File: src/rtl/cmd_pkg.sv
// Package for the contact matrix decoder: weapon codes, line map, timing constants
// and the per-side contact decode. Used by contact_matrix_decoder and its checker.
// No dependencies.
`default_nettype none

package cmd_pkg;

  // Weapon mode codes (code 3 is rejected)
  localparam logic [1:0] MODE_EPEE  = 2'd0;
  localparam logic [1:0] MODE_FOIL  = 2'd1;
  localparam logic [1:0] MODE_SABRE = 2'd2;

  // Expected driven source lines per phase
  localparam logic [2:0] SRC_A_EPEE  = 3'd0;
  localparam logic [2:0] SRC_A_OTHER = 3'd1;
  localparam logic [2:0] SRC_B_EPEE  = 3'd3;
  localparam logic [2:0] SRC_B_OTHER = 3'd4;
  localparam logic [2:0] SRC_C       = 3'd6;

  // Receiver line map: side base + 0 jacket, +1 tip/blade, +2 guard; bit 6 piste
  localparam logic [2:0] LEFT_BASE  = 3'd0;
  localparam logic [2:0] RIGHT_BASE = 3'd3;
  localparam logic [2:0] TIP_OFS    = 3'd1;
  localparam logic [2:0] GUARD_OFS  = 3'd2;
  localparam logic [2:0] PISTE_BIT  = 3'd6;
  localparam int unsigned SPARE_BIT = 7;

  // Phase spacing in microseconds
  localparam logic [63:0] GAP_B      = 64'd40;
  localparam logic [63:0] GAP_C      = 64'd80;
  localparam logic [63:0] TIME_LIMIT = 64'hFFFF_FFFF_FFFF_FFFF - GAP_C;

  // Decoded contacts of one side, plus a reject flag for illegal wiring
  typedef struct packed {
    logic off_target;
    logic epee_tip_on;
    logic foil_tip_off;
    logic guard_lost;
    logic blade_touch;
    logic reject;
  } side_t;

  // A pair of phases is inconsistent if the connection is one-way, or if
  // connected phases report different masks.
  function automatic logic pair_bad(input logic [7:0] ms, input logic [7:0] mk,
                                    input logic [2:0] is, input logic [2:0] ik);
    logic fwd;
    logic rev;
    fwd = ms[ik];
    rev = mk[is];
    return (fwd != rev) || (fwd && (ms != mk));
  endfunction

  // Per-weapon reading of one side's mask
  function automatic side_t decode_side(input logic [7:0] m, input logic [1:0] mode,
                                        input logic [2:0] own, input logic [2:0] oth);
    side_t r;
    logic  self_guard;
    logic  oth_guard;
    logic  self_lame;
    logic  target;
    logic  blade;
    logic  piste;
    self_guard = m[own + GUARD_OFS];
    oth_guard  = m[oth + GUARD_OFS];
    self_lame  = m[own];
    target     = m[oth];
    blade      = oth_guard | m[oth + TIP_OFS];
    piste      = m[PISTE_BIT];
    r          = '0;
    r.off_target = 1'b1;
    case (mode)
      MODE_EPEE: begin
        // crossed wiring: touching opponent jacket or tip line
        r.reject      = target | m[oth + TIP_OFS];
        r.epee_tip_on = ~self_guard & ~oth_guard & ~piste & m[own + TIP_OFS];
      end
      MODE_FOIL: begin
        r.foil_tip_off = ~self_guard & ~self_lame & ~blade & ~piste;
        r.off_target   = ~target;
      end
      MODE_SABRE: begin
        r.reject      = blade & target;
        r.guard_lost  = ~self_guard;
        r.blade_touch = blade;
        r.off_target  = ~(target & self_guard & ~self_lame & ~piste);
      end
      default: begin
        r.reject = 1'b1;
      end
    endcase
    return r;
  endfunction

endpackage

`default_nettype wire

File: src/rtl/contact_matrix_decoder.sv
// Contact matrix decoder top level: input register, frame check and contact
// decode, result register. Depends on cmd_pkg.
`default_nettype none

// Decodes one three-phase scan frame per request into left/right contact
// states. Throughput is one request per clock while out_ready is not held
// low. A request passes two register stages, the input register and the
// result register, around the check logic, whose longest path is a 64-bit
// add and compare on the timestamps. A result waiting on out_ready holds the
// input register, so a full input register stops the next request. A frame
// that fails any check returns frame_valid 0, both off_target flags 1, others 0.
module contact_matrix_decoder (
  input  wire logic        clk,
  input  wire logic        rst_n,
  // request channel
  input  wire logic        in_valid,
  output logic             in_ready,
  input  wire logic [1:0]  in_weapon_mode,
  input  wire logic [7:0]  in_source_a,
  input  wire logic [7:0]  in_source_b,
  input  wire logic [7:0]  in_source_c,
  input  wire logic [7:0]  in_mask_a,
  input  wire logic [7:0]  in_mask_b,
  input  wire logic [7:0]  in_mask_c,
  input  wire logic [63:0] in_time_a,
  input  wire logic [63:0] in_time_b,
  input  wire logic [63:0] in_time_c,
  // result channel
  output logic             out_valid,
  input  wire logic        out_ready,
  output logic             out_frame_valid,
  output logic             out_left_off_target,
  output logic             out_left_epee_tip_on,
  output logic             out_left_foil_tip_off,
  output logic             out_left_guard_lost,
  output logic             out_left_blade_touch,
  output logic             out_right_off_target,
  output logic             out_right_epee_tip_on,
  output logic             out_right_foil_tip_off,
  output logic             out_right_guard_lost,
  output logic             out_right_blade_touch,
  output logic [63:0]      out_sample_time
);

  // stage control
  logic s1_valid_r, s1_valid_nxt;
  logic out_valid_r, out_valid_nxt;
  logic s1_adv;

  // input register
  logic [1:0]  mode_r;
  logic [7:0]  src_a_r, src_b_r, src_c_r;
  logic [7:0]  mask_a_r, mask_b_r, mask_c_r;
  logic [63:0] time_a_r, time_b_r, time_c_r;

  // result register
  logic          frame_valid_r;
  cmd_pkg::side_t left_r, right_r;
  logic [63:0]   sample_time_r;

  // decode signals
  logic          epee;
  logic [2:0]    idx_a, idx_b, idx_c;
  logic          mode_ok, src_ok, time_ok, mask_ok, frame_ok;
  cmd_pkg::side_t left_d, right_d;
  cmd_pkg::side_t side_dflt;

  // handshake: stage 1 moves on when the result register is free or drained
  assign s1_adv   = ~out_valid_r | out_ready;
  assign in_ready = ~s1_valid_r | s1_adv;

  always_comb begin
    s1_valid_nxt  = in_ready ? in_valid : s1_valid_r;
    out_valid_nxt = s1_adv ? s1_valid_r : out_valid_r;
  end

  always_ff @(posedge clk) begin
    if (!rst_n) begin
      s1_valid_r  <= 1'b0;
      out_valid_r <= 1'b0;
    end else begin
      s1_valid_r  <= s1_valid_nxt;
      out_valid_r <= out_valid_nxt;
    end
  end

  // capture request
  always_ff @(posedge clk) begin
    if (in_valid && in_ready) begin
      mode_r   <= in_weapon_mode;
      src_a_r  <= in_source_a;
      src_b_r  <= in_source_b;
      src_c_r  <= in_source_c;
      mask_a_r <= in_mask_a;
      mask_b_r <= in_mask_b;
      mask_c_r <= in_mask_c;
      time_a_r <= in_time_a;
      time_b_r <= in_time_b;
      time_c_r <= in_time_c;
    end
  end

  // frame consistency checks
  always_comb begin
    epee    = (mode_r == cmd_pkg::MODE_EPEE);
    mode_ok = (mode_r == cmd_pkg::MODE_EPEE) || (mode_r == cmd_pkg::MODE_FOIL) ||
              (mode_r == cmd_pkg::MODE_SABRE);
    idx_a   = epee ? cmd_pkg::SRC_A_EPEE : cmd_pkg::SRC_A_OTHER;
    idx_b   = epee ? cmd_pkg::SRC_B_EPEE : cmd_pkg::SRC_B_OTHER;
    idx_c   = cmd_pkg::SRC_C;
    src_ok  = (src_a_r == {5'd0, idx_a}) && (src_b_r == {5'd0, idx_b}) &&
              (src_c_r == {5'd0, idx_c});
    time_ok = (time_a_r <= cmd_pkg::TIME_LIMIT) &&
              (time_b_r == time_a_r + cmd_pkg::GAP_B) &&
              (time_c_r == time_a_r + cmd_pkg::GAP_C);
    // spare bit clear, own source seen, pairwise reciprocity and matching masks
    mask_ok = ~mask_a_r[cmd_pkg::SPARE_BIT] & ~mask_b_r[cmd_pkg::SPARE_BIT] &
              ~mask_c_r[cmd_pkg::SPARE_BIT] &
              mask_a_r[idx_a] & mask_b_r[idx_b] & mask_c_r[idx_c] &
              ~cmd_pkg::pair_bad(mask_a_r, mask_b_r, idx_a, idx_b) &
              ~cmd_pkg::pair_bad(mask_a_r, mask_c_r, idx_a, idx_c) &
              ~cmd_pkg::pair_bad(mask_b_r, mask_c_r, idx_b, idx_c);
  end

  // per-side decode: left reads phase one, right reads phase two
  assign left_d  = cmd_pkg::decode_side(mask_a_r, mode_r, cmd_pkg::LEFT_BASE,
                                        cmd_pkg::RIGHT_BASE);
  assign right_d = cmd_pkg::decode_side(mask_b_r, mode_r, cmd_pkg::RIGHT_BASE,
                                        cmd_pkg::LEFT_BASE);

  assign frame_ok = mode_ok & src_ok & time_ok & mask_ok & ~left_d.reject &
                    ~right_d.reject;

  always_comb begin
    side_dflt            = '0;
    side_dflt.off_target = 1'b1;
  end

  // load result
  always_ff @(posedge clk) begin
    if (s1_adv && s1_valid_r) begin
      frame_valid_r <= frame_ok;
      left_r        <= frame_ok ? left_d : side_dflt;
      right_r       <= frame_ok ? right_d : side_dflt;
      sample_time_r <= frame_ok ? time_c_r : 64'd0;
    end
  end

  assign out_valid              = out_valid_r;
  assign out_frame_valid        = frame_valid_r;
  assign out_left_off_target    = left_r.off_target;
  assign out_left_epee_tip_on   = left_r.epee_tip_on;
  assign out_left_foil_tip_off  = left_r.foil_tip_off;
  assign out_left_guard_lost    = left_r.guard_lost;
  assign out_left_blade_touch   = left_r.blade_touch;
  assign out_right_off_target   = right_r.off_target;
  assign out_right_epee_tip_on  = right_r.epee_tip_on;
  assign out_right_foil_tip_off = right_r.foil_tip_off;
  assign out_right_guard_lost   = right_r.guard_lost;
  assign out_right_blade_touch  = right_r.blade_touch;
  assign out_sample_time        = sample_time_r;

endmodule

`default_nettype wire

File: config.mk
export PLATFORM = sky130hd
export DESIGN_NAME = contact_matrix_decoder
export DESIGN_NICKNAME = d
export VERILOG_FILES = /design/src/rtl/cmd_pkg.sv /design/src/rtl/contact_matrix_decoder.sv
export SDC_FILE = /design/constraint.sdc
export NUM_CORES = 1
export LEC_CHECK = 0
export BUFFER_PORTS_ARGS = -buffer_cell sky130_fd_sc_hd__buf_2
export CAP_MARGIN = 25
export CELL_PAD_IN_SITES_DETAIL_PLACEMENT = 1
export CELL_PAD_IN_SITES_GLOBAL_PLACEMENT = 1
export CORE_MARGIN = 2
export CORE_UTILIZATION = 25
export DETAILED_ROUTE_END_ITERATION = 16
export MAX_ROUTING_LAYER = met4
export PLACE_DENSITY_LB_ADDON = 0.12
export SLEW_MARGIN = 10
export SYNTH_ARGS = -nofsm -noshare
export SYNTH_HDL_FRONTEND = slang
export SYNTH_SLANG_ARGS = --single-unit
File: constraint.sdc
create_clock -name clk -period 8.78 [get_ports clk]
set_clock_uncertainty 0.1 [all_clocks]
set_input_delay 1.756 -clock clk [delete_from_list [all_inputs] [get_ports clk]]
set_output_delay 1.756 -clock clk [all_outputs]
set_load 0.01 [all_outputs]
==> flow_summary_export.csv <==
group,metric,value,unit
global_routing,first_global_vias,13300,
cts,clk_latency,0.57,ns
drt,drtPass1Iterations,5,
sta,worst_slack,3.06,ns
global_routing,groute.usage.overall,20.7,%
critical_path,timing.rr.end,"out_sample_time[60]",
layout,drive_gt1_share,30.3,%
synth,synth_nets,1580,
floorplanning,std_cell_rows,94,
power,p_int,0.00293,W
place,dp_cells,2431,
global_routing,grt_pass1_wl,97000,um
power,vdd_drop_max,0.000110,V
power,power_density,193,mW/mm^2
synth,yosys_register_bits,319,
flow_run,maxCapViolCount,0,
cts,cts.sinks,319,
synth,synth_top_family_by_area,"simple AND/OR/NAND/NOR gates",
global_routing,grt_max_degree,146,
worst_hold_path,hp-class,"flip-flop to flip-flop",
worst_hold_path,min_from,"s1_valid_r",
synth,synth_edf_count,317,
synth,synth_warnings,0,
place,pre_cts_ws,3.06,ns
cts,cts_made_buffers,40,
critical_path,max_stage_delay,0.89,ns
floorplanning,io-pin-count,323,
place,dp_hpwl,53600,um
layout,final_common_cell,"buf_2",
cts,clockBufferDepth,3,
layout,layout_common_cells,"buf_2 (323), edfxtp_1 (317), nand3_1 (113)",
cts,post-cts-setup-buffer-count,0,
drt,drc,0,
critical_path,required,9.05,ns
critical_path,timing.rr.start,"time_a_r[24]",
critical_path,cp_common_cell,"nand4_1",
cts,post_cts_resized,0,
place,portBuffers,322,
critical_path,critical_path_peak_fanout,40,
floorplanning,initial_utilization,25.2,%
floorplanning,die_x,261,um
drt,wire_per_inst,27.6,um
cts,cts_tree,"built",
drt,drt_wl_total,69100,um
sta,post-route-min-period,5.72,ns
synth,synth_fa_ha_area_share,0.682,%
worst_hold_path,min_path_cells,1,
floorplanning,core_area,0.0656,mm^2
synth,ys_types,71,
synth,synth_compound_area_share,5.25,%
power,switching_share,25.0,%
synth,ys_async_sr_fraction,0,%
power,power_switching,0.000975,W
cts,cts_root_buf,"clkbuf_16",
floorplanning,dieArea,0.0681,mm^2
synth,syn_area,0.0165,mm^2
synth,synthFlopType,"edfxtp_1",
synth,synth.area.mux_share,0.500,%
critical_path,critPathSlowestCell,"nand4_1",
layout,final_net_count,1864,
drt,vias,12600,
sta,report.final.slew_viol_count,0,
critical_path,r2r_slack,3.06,ns
sta,fin_crit_sh,65.1,%
worst_hold_path,hold-path-endpoint,"out_valid",
sta,setup_violations,0,
layout,fin_cells,2507,
power,combPwrFrac,8.6,%
layout,area_growth,22.3,%
synth,yosys.area.top_type,"edfxtp_1",
drt,final_antenna_net_count,0,
cts,cts.htree.levels,2,
sta,hold_violations,0,
synth,syn_area_per_cell,12.5,um^2
sta,fmax,175,MHz
synth,yosys.area_share.simple,22.4,%
drt,drt-initial-drc-count,786,
power,clkPwrFrac,43.2,%
critical_path,worstPathCellList,"nand4_1 -> nor4_1 -> and2_1 -> xnor2_1 -> nand4_1 -> a2111oi_0 -> nand4_1 -> buf_4 -> nor4_2",
drt,vias_per_cell,5.01,
critical_path,start_kind,"flip-flop",
floorplanning,fp.dieH,261,um
sta,slew_headroom,26.2,%
critical_path,critPathKind,"flip-flop to flip-flop",
cts,cts_hold_repair.buffers,0,
sta,tns,0,ns
critical_path,worst_r2r_path_depth,9,
synth,synth_top_area_share,57.6,%
sta,worst_pin_slew,1.11,ns
critical_path,critPathArrivalTime,5.98,ns
synth,syn_inst,1325,
run_status,status,"complete, no violations",
global_routing,antenna_found_initial,2,
sta,rsz0062_at_grt,"no",
synth,ys_top_cells_by_area,"edfxtp_1 (58%), xnor2_1 (5.7%), nor4_2 (5.5%), xor2_1 (4.0%), nand3_1 (3.4%)",
global_routing,grt_overflow_total,0,
synth,yosysSeqAreaShare,57.9,%
place,place.gp.congestion,0.961,
cts,clkTransAtPathRegs,0.06,ns
synth,synth_xor_area_share,9.70,%
critical_path,cp-end-kind,"flip-flop",
power,power.leakage,6.59,nW
power,seqPwrFrac,48.2,%
## layout make-up
class                           instances  area, um^2
Fill cell                            7208       45400
Tap cell                              864        1080
Antenna cell                            4        10.0
Inverter                               15        56.3
Clock inverter                         21         239
Multi-Input combinational cell        890        6390
Timing Repair Buffer                  343        1780
Clock buffer                           51        1080
Sequential cell                       319        9560
## metrics by stage
step                      hold slack (ns)  total power [W]  utilization [%]  cell area [um^2]
after floorplan                     0.377          0.00205                -             16500
after detailed placement            0.432          0.00225             28.8             18900
after global routing                0.463          0.00405             30.8             20200
final                               0.447          0.00391             30.8             20200
after CTS                           0.446          0.00396             30.8             20200
after global placement              0.406          0.00225             28.7             18900
## synthesized netlist by cell type (9+ instances only)
library cell,number
a21oi_1,22
nand3_1,113
nand2_1,65
or4_1,11
inv_1,15
xnor2_1,107
o21ai_0,18
xor2_1,76
nor4_2,73
nor3_1,38
and3_1,24
nor2_1,39
buf_2,11
and4_1,13
ha_1,9
edfxtp_1,317
or3_1,14
nor4_1,49
o211ai_1,10
nand4_1,71
clkbuf_1,72
## per-layer routing
metal  global-route usage [%]  up-vias  part of all wire [%]
met3                     3.31       81                   4.9
met1                     28.1     6349                    46
met2                     32.0      396                    46
met4                     5.48        0                   2.5
met5                        -        -                     0
li1                         -     5730                     -
## critical path: cells and delay by family (launching register included)
kind	cells	cell delay [ns]
AO/OA/AOI/OAI	1	0.72
flip-flops	1	0.71
XOR/XNOR	1	0.18
buffers and inverters	1	0.64
AND/OR/NAND/NOR	6	3.13
## power by group through the flow
stage,clock network [W],registers (W),logic (W)
3_5_place_dp,0,0.00191,0.000336
6_report,0.00169,0.00188,0.000334
3_3_place_gp,0,0.00191,0.000336
2_1_floorplan,0,0.00186,0.000192
5_1_grt,0.00179,0.00189,0.000362
4_1_cts,0.00174,0.00188,0.000339
## worst max-delay path by stage
stage	from	end	slack [ns]
final	time_a_r[24]	out_sample_time[60]	3.06
after detailed placement	time_a_r[24]	out_sample_time[60]	3.06
after global placement	time_a_r[24]	out_sample_time[47]	3.25
after CTS	time_a_r[24]	out_sample_time[60]	3.02
after floorplan	out_ready	mask_a_r[0]	0.56
after global routing	time_a_r[24]	out_sample_time[60]	2.64
## flip-flops by register name, summed over array words and instances, names as in the netlist, 8 cells and up
signal and count:
src_c_r 8, src_b_r 8, mask_b_r 8, time_c_r 64, time_a_r 64, mask_c_r 8
out_sample_time 64, mask_a_r 8, src_a_r 8, time_b_r 64
## kinds of logic after synthesis
group	Yosys count
compound gates	124
xor+xnor	183
fa+ha+maj	9
buf+inv	116
flops	319
mux	8
simple gates	566
Power figures use the tool's default switching activity.
